File: config.mk
export PLATFORM = sky130hd
export DESIGN_NAME = outstanding_request_tracker
export DESIGN_NICKNAME = d
export VERILOG_FILES = /design/src/hw/rtl/ort_pkg.sv /design/src/hw/rtl/ort_front.sv /design/src/hw/rtl/ort_back.sv /design/src/hw/rtl/outstanding_request_tracker.sv
export SDC_FILE = /design/constraint.sdc
export NUM_CORES = 2
export LEC_CHECK = 0
export BUFFER_PORTS_ARGS = -buffer_cell sky130_fd_sc_hd__buf_2
export CORE_MARGIN = 2
export CORE_UTILIZATION = 40
export DETAILED_ROUTE_END_ITERATION = 10
export PLACE_DENSITY = 0.63
export SLEW_MARGIN = 0
export SYNTH_ARGS = -nofsm -noshare
export SYNTH_HDL_FRONTEND = slang
export SYNTH_SLANG_ARGS = --single-unit
File: constraint.sdc
create_clock -name clk -period 10.35 [get_ports clk]
set_clock_uncertainty 0.1 [all_clocks]
set_input_delay 1.5525 -clock clk [delete_from_list [all_inputs] [get_ports clk]]
set_output_delay 1.5525 -clock clk [all_outputs]
set_load 0.01 [all_outputs]
File: src/hw/rtl/ort_pkg.sv
package ort_pkg;
	localparam int ENTRIES = 16;
	localparam int OP_WIDTH = 8;
	localparam int IDX_W = $clog2(ENTRIES);
	localparam int CNT_W = $clog2(ENTRIES + 1);
	localparam int QDEPTH = 2;

	localparam logic [1:0] ACT_PUT = 2'd0;
	localparam logic [1:0] ACT_GET = 2'd1;
	localparam logic [1:0] ACT_CHECK = 2'd2;
	localparam logic [1:0] ACT_FLUSH = 2'd3;

	localparam logic [1:0] CLASS_BAD = 2'd3;

	localparam logic [2:0] ST_OK = 3'd0;
	localparam logic [2:0] ST_FULL = 3'd1;
	localparam logic [2:0] ST_NONE = 3'd2;
	localparam logic [2:0] ST_BADCLASS = 3'd3;
	localparam logic [2:0] ST_ABORTED = 3'd4;

	typedef struct packed {
		logic [1:0] action;
		logic [1:0] req_class;
		logic bad;
		logic [63:0] call_id;
		logic [7:0] opcode;
		logic [31:0] frame_handle;
		logic [31:0] now_sec;
	} cmd_t;

	typedef struct packed {
		logic [1:0] cls;
		logic [63:0] call_id;
		logic [7:0] opcode;
		logic [31:0] handle;
		logic [31:0] stamp;
	} slot_t;
endpackage

File: src/hw/rtl/ort_front.sv
module ort_front import ort_pkg::*; (
	input logic clk,
	input logic arst_n,
	input logic in_valid,
	output logic in_stall,
	input logic [1:0] action,
	input logic [1:0] req_class,
	input logic [63:0] call_id,
	input logic [7:0] opcode,
	input logic [31:0] frame_handle,
	input logic [31:0] now_sec,
	output logic q_valid,
	input logic q_pop,
	output cmd_t q_cmd
);
	cmd_t buf_q [QDEPTH];
	logic [$clog2(QDEPTH)-1:0] wr_q, rd_q;
	logic [$clog2(QDEPTH):0] fill_q;
	logic push;
	cmd_t c;

	always_comb begin
		c.action = action;
		c.req_class = req_class;
		c.bad = (req_class == CLASS_BAD);
		c.call_id = call_id;
		c.opcode = opcode & 8'((64'd1 << OP_WIDTH) - 64'd1);
		c.frame_handle = frame_handle;
		c.now_sec = now_sec;
	end

	assign in_stall = (fill_q == ($clog2(QDEPTH)+1)'(QDEPTH));
	assign push = in_valid && !in_stall;
	assign q_valid = (fill_q != '0);
	assign q_cmd = buf_q[rd_q];

	always_ff @(posedge clk) begin
		if (push) buf_q[wr_q] <= c;
	end

	always_ff @(posedge clk or negedge arst_n) begin
		if (!arst_n) begin
			wr_q <= '0;
			rd_q <= '0;
			fill_q <= '0;
		end else begin
			if (push) wr_q <= wr_q + 1'b1;
			if (q_pop) rd_q <= rd_q + 1'b1;
			fill_q <= fill_q + ($clog2(QDEPTH)+1)'(push) - ($clog2(QDEPTH)+1)'(q_pop);
		end
	end
endmodule

File: src/hw/rtl/ort_back.sv
module ort_back import ort_pkg::*; (
	input logic clk,
	input logic arst_n,
	input logic [31:0] timeout_sec,
	input logic q_valid,
	output logic q_pop,
	input cmd_t q_cmd,
	output logic out_valid,
	input logic out_stall,
	output logic [2:0] status,
	output logic [31:0] out_handle,
	output logic [7:0] out_opcode,
	output logic [63:0] out_call_id,
	output logic [1:0] out_class,
	output logic [4:0] pending_count,
	output logic last
);
	localparam logic [2:0] S_IDLE = 3'd0;
	localparam logic [2:0] S_SCAN = 3'd1;
	localparam logic [2:0] S_SHIFT = 3'd2;
	localparam logic [2:0] S_EMIT = 3'd3;

	slot_t slot_q [ENTRIES];
	logic [CNT_W-1:0] count_q;
	logic [2:0] state_q;
	cmd_t cmd_q;
	logic [CNT_W-1:0] scan_q;
	logic found_q, flushed_q;
	slot_t hit_slot_q;
	logic [IDX_W-1:0] sidx;
	logic match;

	// Final result pending of the current flush is held back until the scan
	// shows whether another entry of the class follows.
	logic held_q;
	slot_t held_slot_q;

	assign sidx = scan_q[IDX_W-1:0];
	assign match = (slot_q[sidx].cls == cmd_q.req_class) &&
		(cmd_q.action != ACT_GET || slot_q[sidx].call_id == cmd_q.call_id);
	assign q_pop = (state_q == S_IDLE) && q_valid && (!out_valid || !out_stall);

	logic free;
	assign free = !out_valid || !out_stall;

	// A new result is loaded into the output register in this cycle.
	logic res_load;
	assign res_load = (q_pop && (q_cmd.bad || q_cmd.action == ACT_PUT)) ||
		(state_q == S_EMIT && free &&
		!(cmd_q.action == ACT_FLUSH && found_q && !held_q));

	always_ff @(posedge clk) begin
		if (state_q == S_IDLE && q_pop && !q_cmd.bad && q_cmd.action == ACT_PUT &&
			count_q != CNT_W'(ENTRIES)) begin
			slot_q[count_q[IDX_W-1:0]] <= '{q_cmd.req_class, q_cmd.call_id, q_cmd.opcode,
				q_cmd.frame_handle, q_cmd.now_sec};
		end else if (state_q == S_SHIFT && scan_q + 1'b1 < count_q) begin
			slot_q[sidx] <= slot_q[IDX_W'(scan_q + 1'b1)];
		end
	end

	always_ff @(posedge clk or negedge arst_n) begin
		if (!arst_n) begin
			state_q <= S_IDLE;
			count_q <= '0;
			out_valid <= 1'b0;
			held_q <= 1'b0;
		end else begin
			out_valid <= res_load || (out_valid && out_stall);
			case (state_q)
				S_IDLE: begin
					if (q_pop) begin
						cmd_q <= q_cmd;
						scan_q <= '0;
						flushed_q <= 1'b0;
						if (q_cmd.bad || q_cmd.action == ACT_PUT) begin
							out_handle <= '0;
							out_opcode <= '0;
							out_call_id <= '0;
							out_class <= q_cmd.req_class;
							last <= 1'b1;
							if (q_cmd.bad) begin
								status <= ST_BADCLASS;
								pending_count <= 5'(count_q);
							end else if (count_q == CNT_W'(ENTRIES)) begin
								status <= ST_FULL;
								pending_count <= 5'(count_q);
							end else begin
								status <= ST_OK;
								count_q <= count_q + 1'b1;
								pending_count <= 5'(count_q + 1'b1);
							end
						end else begin
							state_q <= S_SCAN;
						end
					end
				end
				S_SCAN: begin
					if (scan_q < count_q && !match) begin
						scan_q <= scan_q + 1'b1;
					end else if (scan_q < count_q &&
						(cmd_q.action != ACT_CHECK ||
						({1'b0, slot_q[sidx].stamp} + {1'b0, timeout_sec}) <
						{1'b0, cmd_q.now_sec})) begin
						hit_slot_q <= slot_q[sidx];
						state_q <= S_SHIFT;
					end else begin
						state_q <= S_EMIT;
						found_q <= 1'b0;
					end
				end
				S_SHIFT: begin
					if (scan_q + 1'b1 < count_q) scan_q <= scan_q + 1'b1;
					else begin
						count_q <= count_q - 1'b1;
						found_q <= 1'b1;
						state_q <= S_EMIT;
					end
				end
				default: begin
					// S_EMIT: if the output is free, deliver a result, or hold a flush hit, sending any prior one.
					if (free) begin
						if (cmd_q.action == ACT_FLUSH && found_q) begin
							if (held_q) begin
								status <= ST_ABORTED;
								{out_class, out_call_id, out_opcode, out_handle} <=
									{cmd_q.req_class, held_slot_q.call_id,
									held_slot_q.opcode, held_slot_q.handle};
								pending_count <= 5'(count_q + 1'b1);
								last <= 1'b0;
							end
							held_q <= 1'b1;
							held_slot_q <= hit_slot_q;
							flushed_q <= 1'b1;
							scan_q <= '0;
							state_q <= S_SCAN;
						end else if (cmd_q.action == ACT_FLUSH && flushed_q) begin
							status <= ST_ABORTED;
							{out_class, out_call_id, out_opcode, out_handle} <=
								{cmd_q.req_class, held_slot_q.call_id,
								held_slot_q.opcode, held_slot_q.handle};
							pending_count <= 5'(count_q);
							last <= 1'b1;
							held_q <= 1'b0;
							state_q <= S_IDLE;
						end else begin
							status <= found_q ? ST_OK : ST_NONE;
							out_class <= cmd_q.req_class;
							out_handle <= found_q ? hit_slot_q.handle : '0;
							out_opcode <= found_q ? hit_slot_q.opcode : '0;
							out_call_id <= found_q ? hit_slot_q.call_id : '0;
							pending_count <= 5'(count_q);
							last <= 1'b1;
							state_q <= S_IDLE;
						end
					end
				end
			endcase
		end
	end

	property p_count_bound;
		@(posedge clk) disable iff (!arst_n) count_q <= CNT_W'(ENTRIES);
	endproperty
	a_count_bound: assert property (p_count_bound) else $error("entry count overflow");

	a_pop_idle: assert property (@(posedge clk) disable iff (!arst_n)
		q_pop |-> state_q == S_IDLE) else $error("pop while busy");

	a_put_count: assert property (@(posedge clk) disable iff (!arst_n)
		(out_valid && !out_stall && last) |-> pending_count <= 5'(ENTRIES))
		else $error("pending count out of range");
endmodule

File: src/hw/rtl/outstanding_request_tracker.sv
// Outstanding request tracker. Up to 16 requests of three classes are held in
// arrival order in one store. Each input transaction is a put, a get by call
// id, a timeout check on the oldest entry of a class, or a flush of a class;
// it yields one result transaction, or one per entry removed by a flush, with
// last set on the final one. A front stage classifies transactions into a
// two-entry queue; the back stage works on one transaction at a time. A put
// or a bad class is answered as it is taken from the queue; a get or check
// searches one slot a cycle up to the hit and then compacts one slot a cycle
// from the hit to the end, so search and compaction together cover the store
// once; a flush repeats that search once per removed entry. timeout_sec may
// be written only while the block is idle.
module outstanding_request_tracker import ort_pkg::*; (
	input logic clk,
	input logic arst_n,
	input logic cfg_we,
	input logic [31:0] cfg_wdata,
	input logic in_valid,
	output logic in_stall,
	input logic [1:0] action,
	input logic [1:0] req_class,
	input logic [63:0] call_id,
	input logic [7:0] opcode,
	input logic [31:0] frame_handle,
	input logic [31:0] now_sec,
	output logic out_valid,
	input logic out_stall,
	output logic [2:0] status,
	output logic [31:0] out_handle,
	output logic [7:0] out_opcode,
	output logic [63:0] out_call_id,
	output logic [1:0] out_class,
	output logic [4:0] pending_count,
	output logic last
);
	logic [31:0] timeout_q;
	logic q_valid, q_pop;
	cmd_t q_cmd;

	// The timeout register resets to sixty seconds.
	always_ff @(posedge clk or negedge arst_n) begin
		if (!arst_n) timeout_q <= 32'd60;
		else if (cfg_we) timeout_q <= cfg_wdata;
	end

	ort_front u_front (
		.clk, .arst_n, .in_valid, .in_stall, .action, .req_class, .call_id,
		.opcode, .frame_handle, .now_sec, .q_valid, .q_pop, .q_cmd
	);

	ort_back u_back (
		.clk, .arst_n, .timeout_sec(timeout_q), .q_valid, .q_pop, .q_cmd,
		.out_valid, .out_stall, .status, .out_handle, .out_opcode,
		.out_call_id, .out_class, .pending_count, .last
	);
endmodule

Word level (Yosys, flattened, before mapping)
Memories as Yosys holds them, arrays and structs flattened. A register that Yosys moved wholly into a read port is not among the register bits.
Index checks and enable logic that the tools add are counted.
{ "totals": {"reg_bits": 476, "mem_bits_rw": 2490, "inputBits": 177, "out_inout_bits": 117, "elab_cells": 210, "n_memories": 2} }
{ "mem_list": {"columns": ["memory", "words", "width", "read_ports", "rd_clocked_by_memory_dff", "write_ports", "line", "source"], "rows": [
  ["u_back.slot_q", 16, 138, 2, 1, 1, "ort_back.sv:23", "slot_t slot_q [ENTRIES];"],
  ["u_front.buf_q", 2, 141, 1, 0, 1, "ort_front.sv:16", "cmd_t buf_q [QDEPTH];"]
]} }
{ "classes": {"n_addsub": 8, "n_lt_le_gt_ge": 3, "n_eq_ne": 21, "mux": 91, "bitwise_logic": 3, "n_reduce_logical": 54} }
{ "op_table": {"columns": ["cell", "count"], "rows": [
  ["$mux 64", 7],
  ["$mux 32", 7],
  ["$mux 138", 1],
  ["$reduce_or 138->1", 1],
  ["$pmux 64 s2", 1],
  ["$mux 5", 13],
  ["$eq 64x64->1", 1],
  ["$pmux 32 s2", 1],
  ["$mux 8", 7],
  ["$mux 3", 12],
  ["$add 32x32->33", 1],
  ["$lt 33x32->1", 1],
  ["$mux 1", 24],
  ["$pmux 5 s2", 2],
  ["$logic_and 1x1->1", 18],
  ["$pmux 8 s2", 1],
  ["$pmux 5 s3", 1],
  ["$reduce_and 5->1", 3],
  ["$mux 2", 6],
  ["$ne 2x2->1 const B", 6],
  ["$reduce_and 4->1", 3],
  ["$reduce_and 6->1", 2],
  ["$reduce_bool 2->1", 6],
  ["$add 5x1->5 const B", 2],
  ["other kinds (27)", 53]
]} }

Depth between registers and ports, before layout
{ "depth": {"word_depth": 11, "mapped_depth": 33, "mapped_depth_nobuf": 25} }

Modules after synthesis
Synthesis repeated with hierarchy kept, for this count alone.
{ "hier_totals": {"cells_unflattened": 6357, "hier_area_um2": 133189.0} }
{ "modules_own_cells": {"columns": ["module", "n_inst", "cells_each", "area_each_um2", "seq_area_each_um2"], "rows": [
  ["ort_back", 1, 5832, 121139.9, 79521.3],
  ["ort_front", 1, 457, 10699.0, 8568.2],
  ["outstanding_request_tracker", 1, 68, 1350.0, 805.8]
]} }

Worst setup path before layout
Ideal clock, no wire load.
{ "synth_path": {"path_type": "input -> register", "startpoint": "in out_stall", "endpoint": "reg u_back.last, enable pin", "arrival_time_ns": 9.586, "slack_ns": -0.067, "path_stages": 3, "path_cell_list": "nand2_1 -> nand2_1 -> nor3_1"} }
{ "synth_between": {"elab_chain_cells": 5, "word_cells_on_any_way": 6, "cone_classes": "1 x eq/ne; 5 x reduce/logical"} }
{ "synth_rtl": {"columns": ["element", "line", "source"], "rows": [
  ["start, declared", "outstanding_request_tracker.sv:26", "input logic out_stall,"],
  ["$logic_not 1->1 *", "ort_back.sv:41, ort_back.sv:44", null],
  ["$logic_or 1x1->1 *", "ort_back.sv:41, ort_back.sv:44", null],
  ["$logic_and 1x1->1", "ort_back.sv:41", "assign q_pop = (state_q == S_IDLE) && q_valid && (!out_valid || !out_stall);"],
  ["$ne 2x1->1 (no line)", null, null],
  ["$reduce_and 6->1 (no line) *", null, null],
  ["end signal, assigned", "ort_back.sv:81", "last <= 1'b1;"],
  ["end signal, assigned", "ort_back.sv:130", "last <= 1'b0;"],
  ["end signal, assigned", "ort_back.sv:143", "last <= 1'b1;"],
  ["end, declared", "ort_back.sv:16", "output logic last"]
]} }
Every way passes the cells marked *; elsewhere a longest branch is shown, timed or not.
A chain may end at the register's enable or synchronous reset.

==> metrics list <==
- Maximum capacitance violations: 0
- During I/O placement, the number of pins put on the boundary was 294.
- Startpoint Class: register
- Worst IR drop on VDD: 0.365 mV
- Number of antenna violations at the first check in global routing: 26
- Class of the most critical hold timing path: reg -> reg
- Total die area: 336000 um2
* Power per unit of standard cell area: 363 nW/um2
- Number of buffers added by the clock tree synthesis step: 323
- Following the worst setup path forward leads to its endpoint at u_back.hit_slot_q[130].
- Each instance of the synthesized netlist takes up on average 20.7 um2.
- Routability congestion estimate: 0.868
- The first detailed-routing pass ran for 6 iterations.
- Netlist Area Pre-Place: 133000 um2
- The worst path needs 8.75 ns of the cycle, external delays included.
* Lkg Pwr: 47.9 nW
* Area of all placed cells without fillers: 150000 um2
* Top library cells by usage in the layout, fill and taps aside: sky130_fd_sc_hd__edfxtp_1, sky130_fd_sc_hd__mux4_2, sky130_fd_sc_hd__clkbuf_16
* GR Util All Layers: 22.4%
- Worst flop-to-flop path endpoint: u_back.hit_slot_q[130]
* Vias in the first global route: 72600
- In this run, the number of DRC markers left after iteration 0 of detailed routing was 8720.
- Initial standard-cell utilization of the core: 40.2%
- After layout, the design draws a total of 54.5 mW.
- Critical setup path kind: reg -> reg
- Post-route non-filler standard cell count: 11400
* Fmax: 114 MHz
- The flow ran to the end, and the final reports show no timing, DRC or antenna violations.
- Final worst path period share: 84.5%
* IO buf count: 293
* Global-route wire length before repair: 545 mm
* Post-CTS Hold Buffers: 0
* Average vias per placed instance: 6.30
- In this run the post-CTS setup repair buffer count came out at 0.
- In the final layout, the share of cells above drive strength 1 is 35.3%.
* Relative max-transition margin: 5.30%
- TritonCTS built the clock tree.
- Sink Count: 2969
- After floorplanning, the core was sized to cover 330000 um2.
* Post_cts resized: 0
- The setup check on the worst reg-to-reg path leaves a slack of 1.60 ns.
- Synthesized netlist cell count: 6403
- The max-slew violation total from the final report was 0.
- Setup TNS: 0 ns
* Share of synthesized area occupied by flip-flops and latches: 67.0%
- During synthesis, Yosys emitted a total of 0 warnings.
- Area after DPL: 140000 um2
- Post-route core utilization: 45.4%
- STA classifies the critical path endpoint as a register.
- Floorplan die width: 580 um
* Hold slack: 0.351 ns
- Number of flops mapped to enable cells by yosys: 2920
- Detailed-route wire length: 383 mm
* Maximum clock path buffer count: 4
* Vias post-DR: 71700
- Crit path arrival time: 9.17 ns
- After layout, the worst setup slack is 1.60 ns.
- Including well taps, the total number of placed cells is 10800.
* Post-detailed-route count of antenna-violating nets: 0
- At the worst endpoint, the required time is 10.78 ns.
* Remaining DRCs: 0
- Leaving out fill and tap cells, the most frequent cell in the layout is sky130_fd_sc_hd__edfxtp_1.
- At the pin with the least slew margin, the transition time is 1.42 ns.
- Measured along the y axis, the die boundary spans 580 um.
- After the last flow step, the layout net total stands at 7010.
- The clock reaches the later pin of the worst-skew pair after 0.92 ns.
- Count of cell types in the netlist: 82
- When the netlist entered floorplanning its net count stood at 6662.
* Clk Tree Root Cell: sky130_fd_sc_hd__clkbuf_16
- Clock transition at the register clock pins on the worst setup and hold paths after CTS: 0.06 ns
- Final setup violation count: 0
- Relative area change from synthesis to final layout: 13.0%
* Congestion Overflow GR: 0
- Final hold violations: 0
* Commonest register cell after synthesis: sky130_fd_sc_hd__edfxtp_1
- Register bit count reported by yosys: 2969
- Routed wirelength normalized by instance count: 33.6 um
- Number of H-tree levels: 5
* Largest net degree at the start of global routing: 137
- After synthesis, the share of flip-flops with an asynchronous set or reset is 1.52%.
* Unrepaired setup endpoints after global routing: false
* Std-Cell Rows: 211
- Number of cells on the worst reg-to-reg path: 21
* HPWL reported at the end of detailed placement: 215 mm
- At the placement stage, the worst setup path has a slack of 1.68 ns.
- Crit Path Max Fanout: 52
[flip-flops by register name, summed over array words and instances (netlist names), 2 cells and up, named ones only]
name,flops
u_back.slot_q,2208
u_front.buf_q,282
u_back.held_slot_q,104
u_back.hit_slot_q,104
u_back.cmd_q,100
u_back.out_call_id,64
timeout_q,32
u_back.out_handle,32
u_back.out_opcode,8
u_back.count_q,5
u_back.pending_count,5
u_back.scan_q,5
u_back.status,3
u_back.out_class,2
u_back.state_q,2
u_front.fill_q,2
[synth_stat cells, types with 10 or more instances]
| master | n | share of area, % |
|---|---|---|
| sky130_fd_sc_hd__nor2_1 | 122 | 0.35 |
| sky130_fd_sc_hd__xor2_1 | 38 | 0.25 |
| sky130_fd_sc_hd__buf_4 | 26 | 0.15 |
| sky130_fd_sc_hd__edfxtp_1 | 2920 | 66 |
| sky130_fd_sc_hd__clkbuf_1 | 220 | 0.62 |
| sky130_fd_sc_hd__and2_1 | 13 | 0.061 |
| sky130_fd_sc_hd__a22o_1 | 105 | 0.69 |
| sky130_fd_sc_hd__a31oi_1 | 25 | 0.12 |
| sky130_fd_sc_hd__buf_6 | 10 | 0.085 |
| sky130_fd_sc_hd__o211ai_1 | 10 | 0.057 |
| sky130_fd_sc_hd__a22oi_1 | 37 | 0.21 |
| sky130_fd_sc_hd__buf_1 | 85 | 0.24 |
| sky130_fd_sc_hd__a21o_1 | 29 | 0.16 |
| sky130_fd_sc_hd__inv_1 | 86 | 0.24 |
| sky130_fd_sc_hd__nand2_1 | 110 | 0.31 |
| sky130_fd_sc_hd__o22ai_1 | 51 | 0.24 |
| sky130_fd_sc_hd__a21oi_1 | 129 | 0.49 |
| sky130_fd_sc_hd__nand4_1 | 13 | 0.061 |
| sky130_fd_sc_hd__xnor2_1 | 70 | 0.46 |
| sky130_fd_sc_hd__o21ai_0 | 63 | 0.24 |
| sky130_fd_sc_hd__ha_1 | 81 | 0.76 |
| sky130_fd_sc_hd__nor2b_1 | 17 | 0.080 |
| sky130_fd_sc_hd__mux2_2 | 269 | 2.3 |
| sky130_fd_sc_hd__and3_1 | 22 | 0.10 |
| sky130_fd_sc_hd__dfrtp_1 | 41 | 0.77 |
| sky130_fd_sc_hd__buf_2 | 76 | 0.29 |
| sky130_fd_sc_hd__nor3_1 | 34 | 0.13 |
| sky130_fd_sc_hd__a211oi_1 | 14 | 0.079 |
| sky130_fd_sc_hd__nand2b_1 | 18 | 0.085 |
| sky130_fd_sc_hd__mux2i_1 | 240 | 1.8 |
| sky130_fd_sc_hd__mux4_2 | 1252 | 21 |
| sky130_fd_sc_hd__nand3_1 | 26 | 0.098 |
[final cells by class]
cell class | count | area (um2)
Tap cell | 4366 | 5460
Inverter | 87 | 334
Clock inverter | 179 | 1750
Clock buffer | 405 | 8570
Antenna cell | 6 | 15.0
Sequential cell | 2969 | 88900
Fill cell | 27500 | 180000
Multi-Input combinational cell | 2928 | 41800
Timing Repair Buffer | 442 | 3090
[power by group]
part	internal, mW	switching (mW)
combinational	10.2	14.1
clock	6.57	4.80
sequential	18.0	0.833
[cells by family (layout without fill, tap and decap cells)]
group	Yosys count	in the layout	synth area share [%]
other cells	0	6	0
buf+inv	506	1113	1.65
xor+xnor	108	108	0.713
simple gates	408	408	1.46
compound gates	563	563	2.95
mux	1767	1767	25.4
fa+ha+maj	82	82	0.779
flops	2969	2969	67.0
[worst max-delay path, stage by stage (launching register included)]
cell	delay, ns
sky130_fd_sc_hd__dfxtp_4	1.07
sky130_fd_sc_hd__buf_4	0.77
sky130_fd_sc_hd__mux4_2	0.60
sky130_fd_sc_hd__mux4_2	0.49
sky130_fd_sc_hd__ha_1	0.40
sky130_fd_sc_hd__and3_1	0.21
sky130_fd_sc_hd__a221o_1	0.41
sky130_fd_sc_hd__a221o_1	0.41
sky130_fd_sc_hd__a2111oi_0	0.71
sky130_fd_sc_hd__o21a_1	0.22
sky130_fd_sc_hd__ha_1	0.23
sky130_fd_sc_hd__and3_1	0.18
sky130_fd_sc_hd__a2111oi_0	0.37
sky130_fd_sc_hd__o21ai_0	0.16
sky130_fd_sc_hd__a41oi_1	0.20
sky130_fd_sc_hd__o31a_1	0.17
sky130_fd_sc_hd__o2111a_1	0.20
sky130_fd_sc_hd__o41ai_1	0.08
sky130_fd_sc_hd__buf_4	0.19
sky130_fd_sc_hd__nand2_1	0.08
sky130_fd_sc_hd__and4_4	0.47
sky130_fd_sc_hd__buf_12	0.36
[layer usage]
metal / routed length, um / GRT usage [%] / share of wire [%]
met5: 88 / 0 / 0.023
met3: 32900 / 4.24 / 8.6
met1: 155000 / 31.2 / 40
met4: 11700 / 6.66 / 3.1
met2: 183000 / 35.9 / 48
[worst min path at each step]
stage | startpoint | end | slack, ns | cells past startpoint
finish | u_back.hit_slot_q[68] | u_back.held_slot_q[68] | 0.35 | 0
detailed placement | u_back.hit_slot_q[44] | u_back.held_slot_q[44] | 0.34 | 0
floorplan | u_back.hit_slot_q[100] | u_back.held_slot_q[100] | 0.33 | 0
global placement | u_back.hit_slot_q[68] | u_back.held_slot_q[68] | 0.33 | 0
CTS | u_back.hit_slot_q[129] | u_back.held_slot_q[129] | 0.34 | 0
global route | u_back.hit_slot_q[68] | u_back.held_slot_q[68] | 0.36 | 0
No activity file was read; power rests on OpenSTA's default activity.
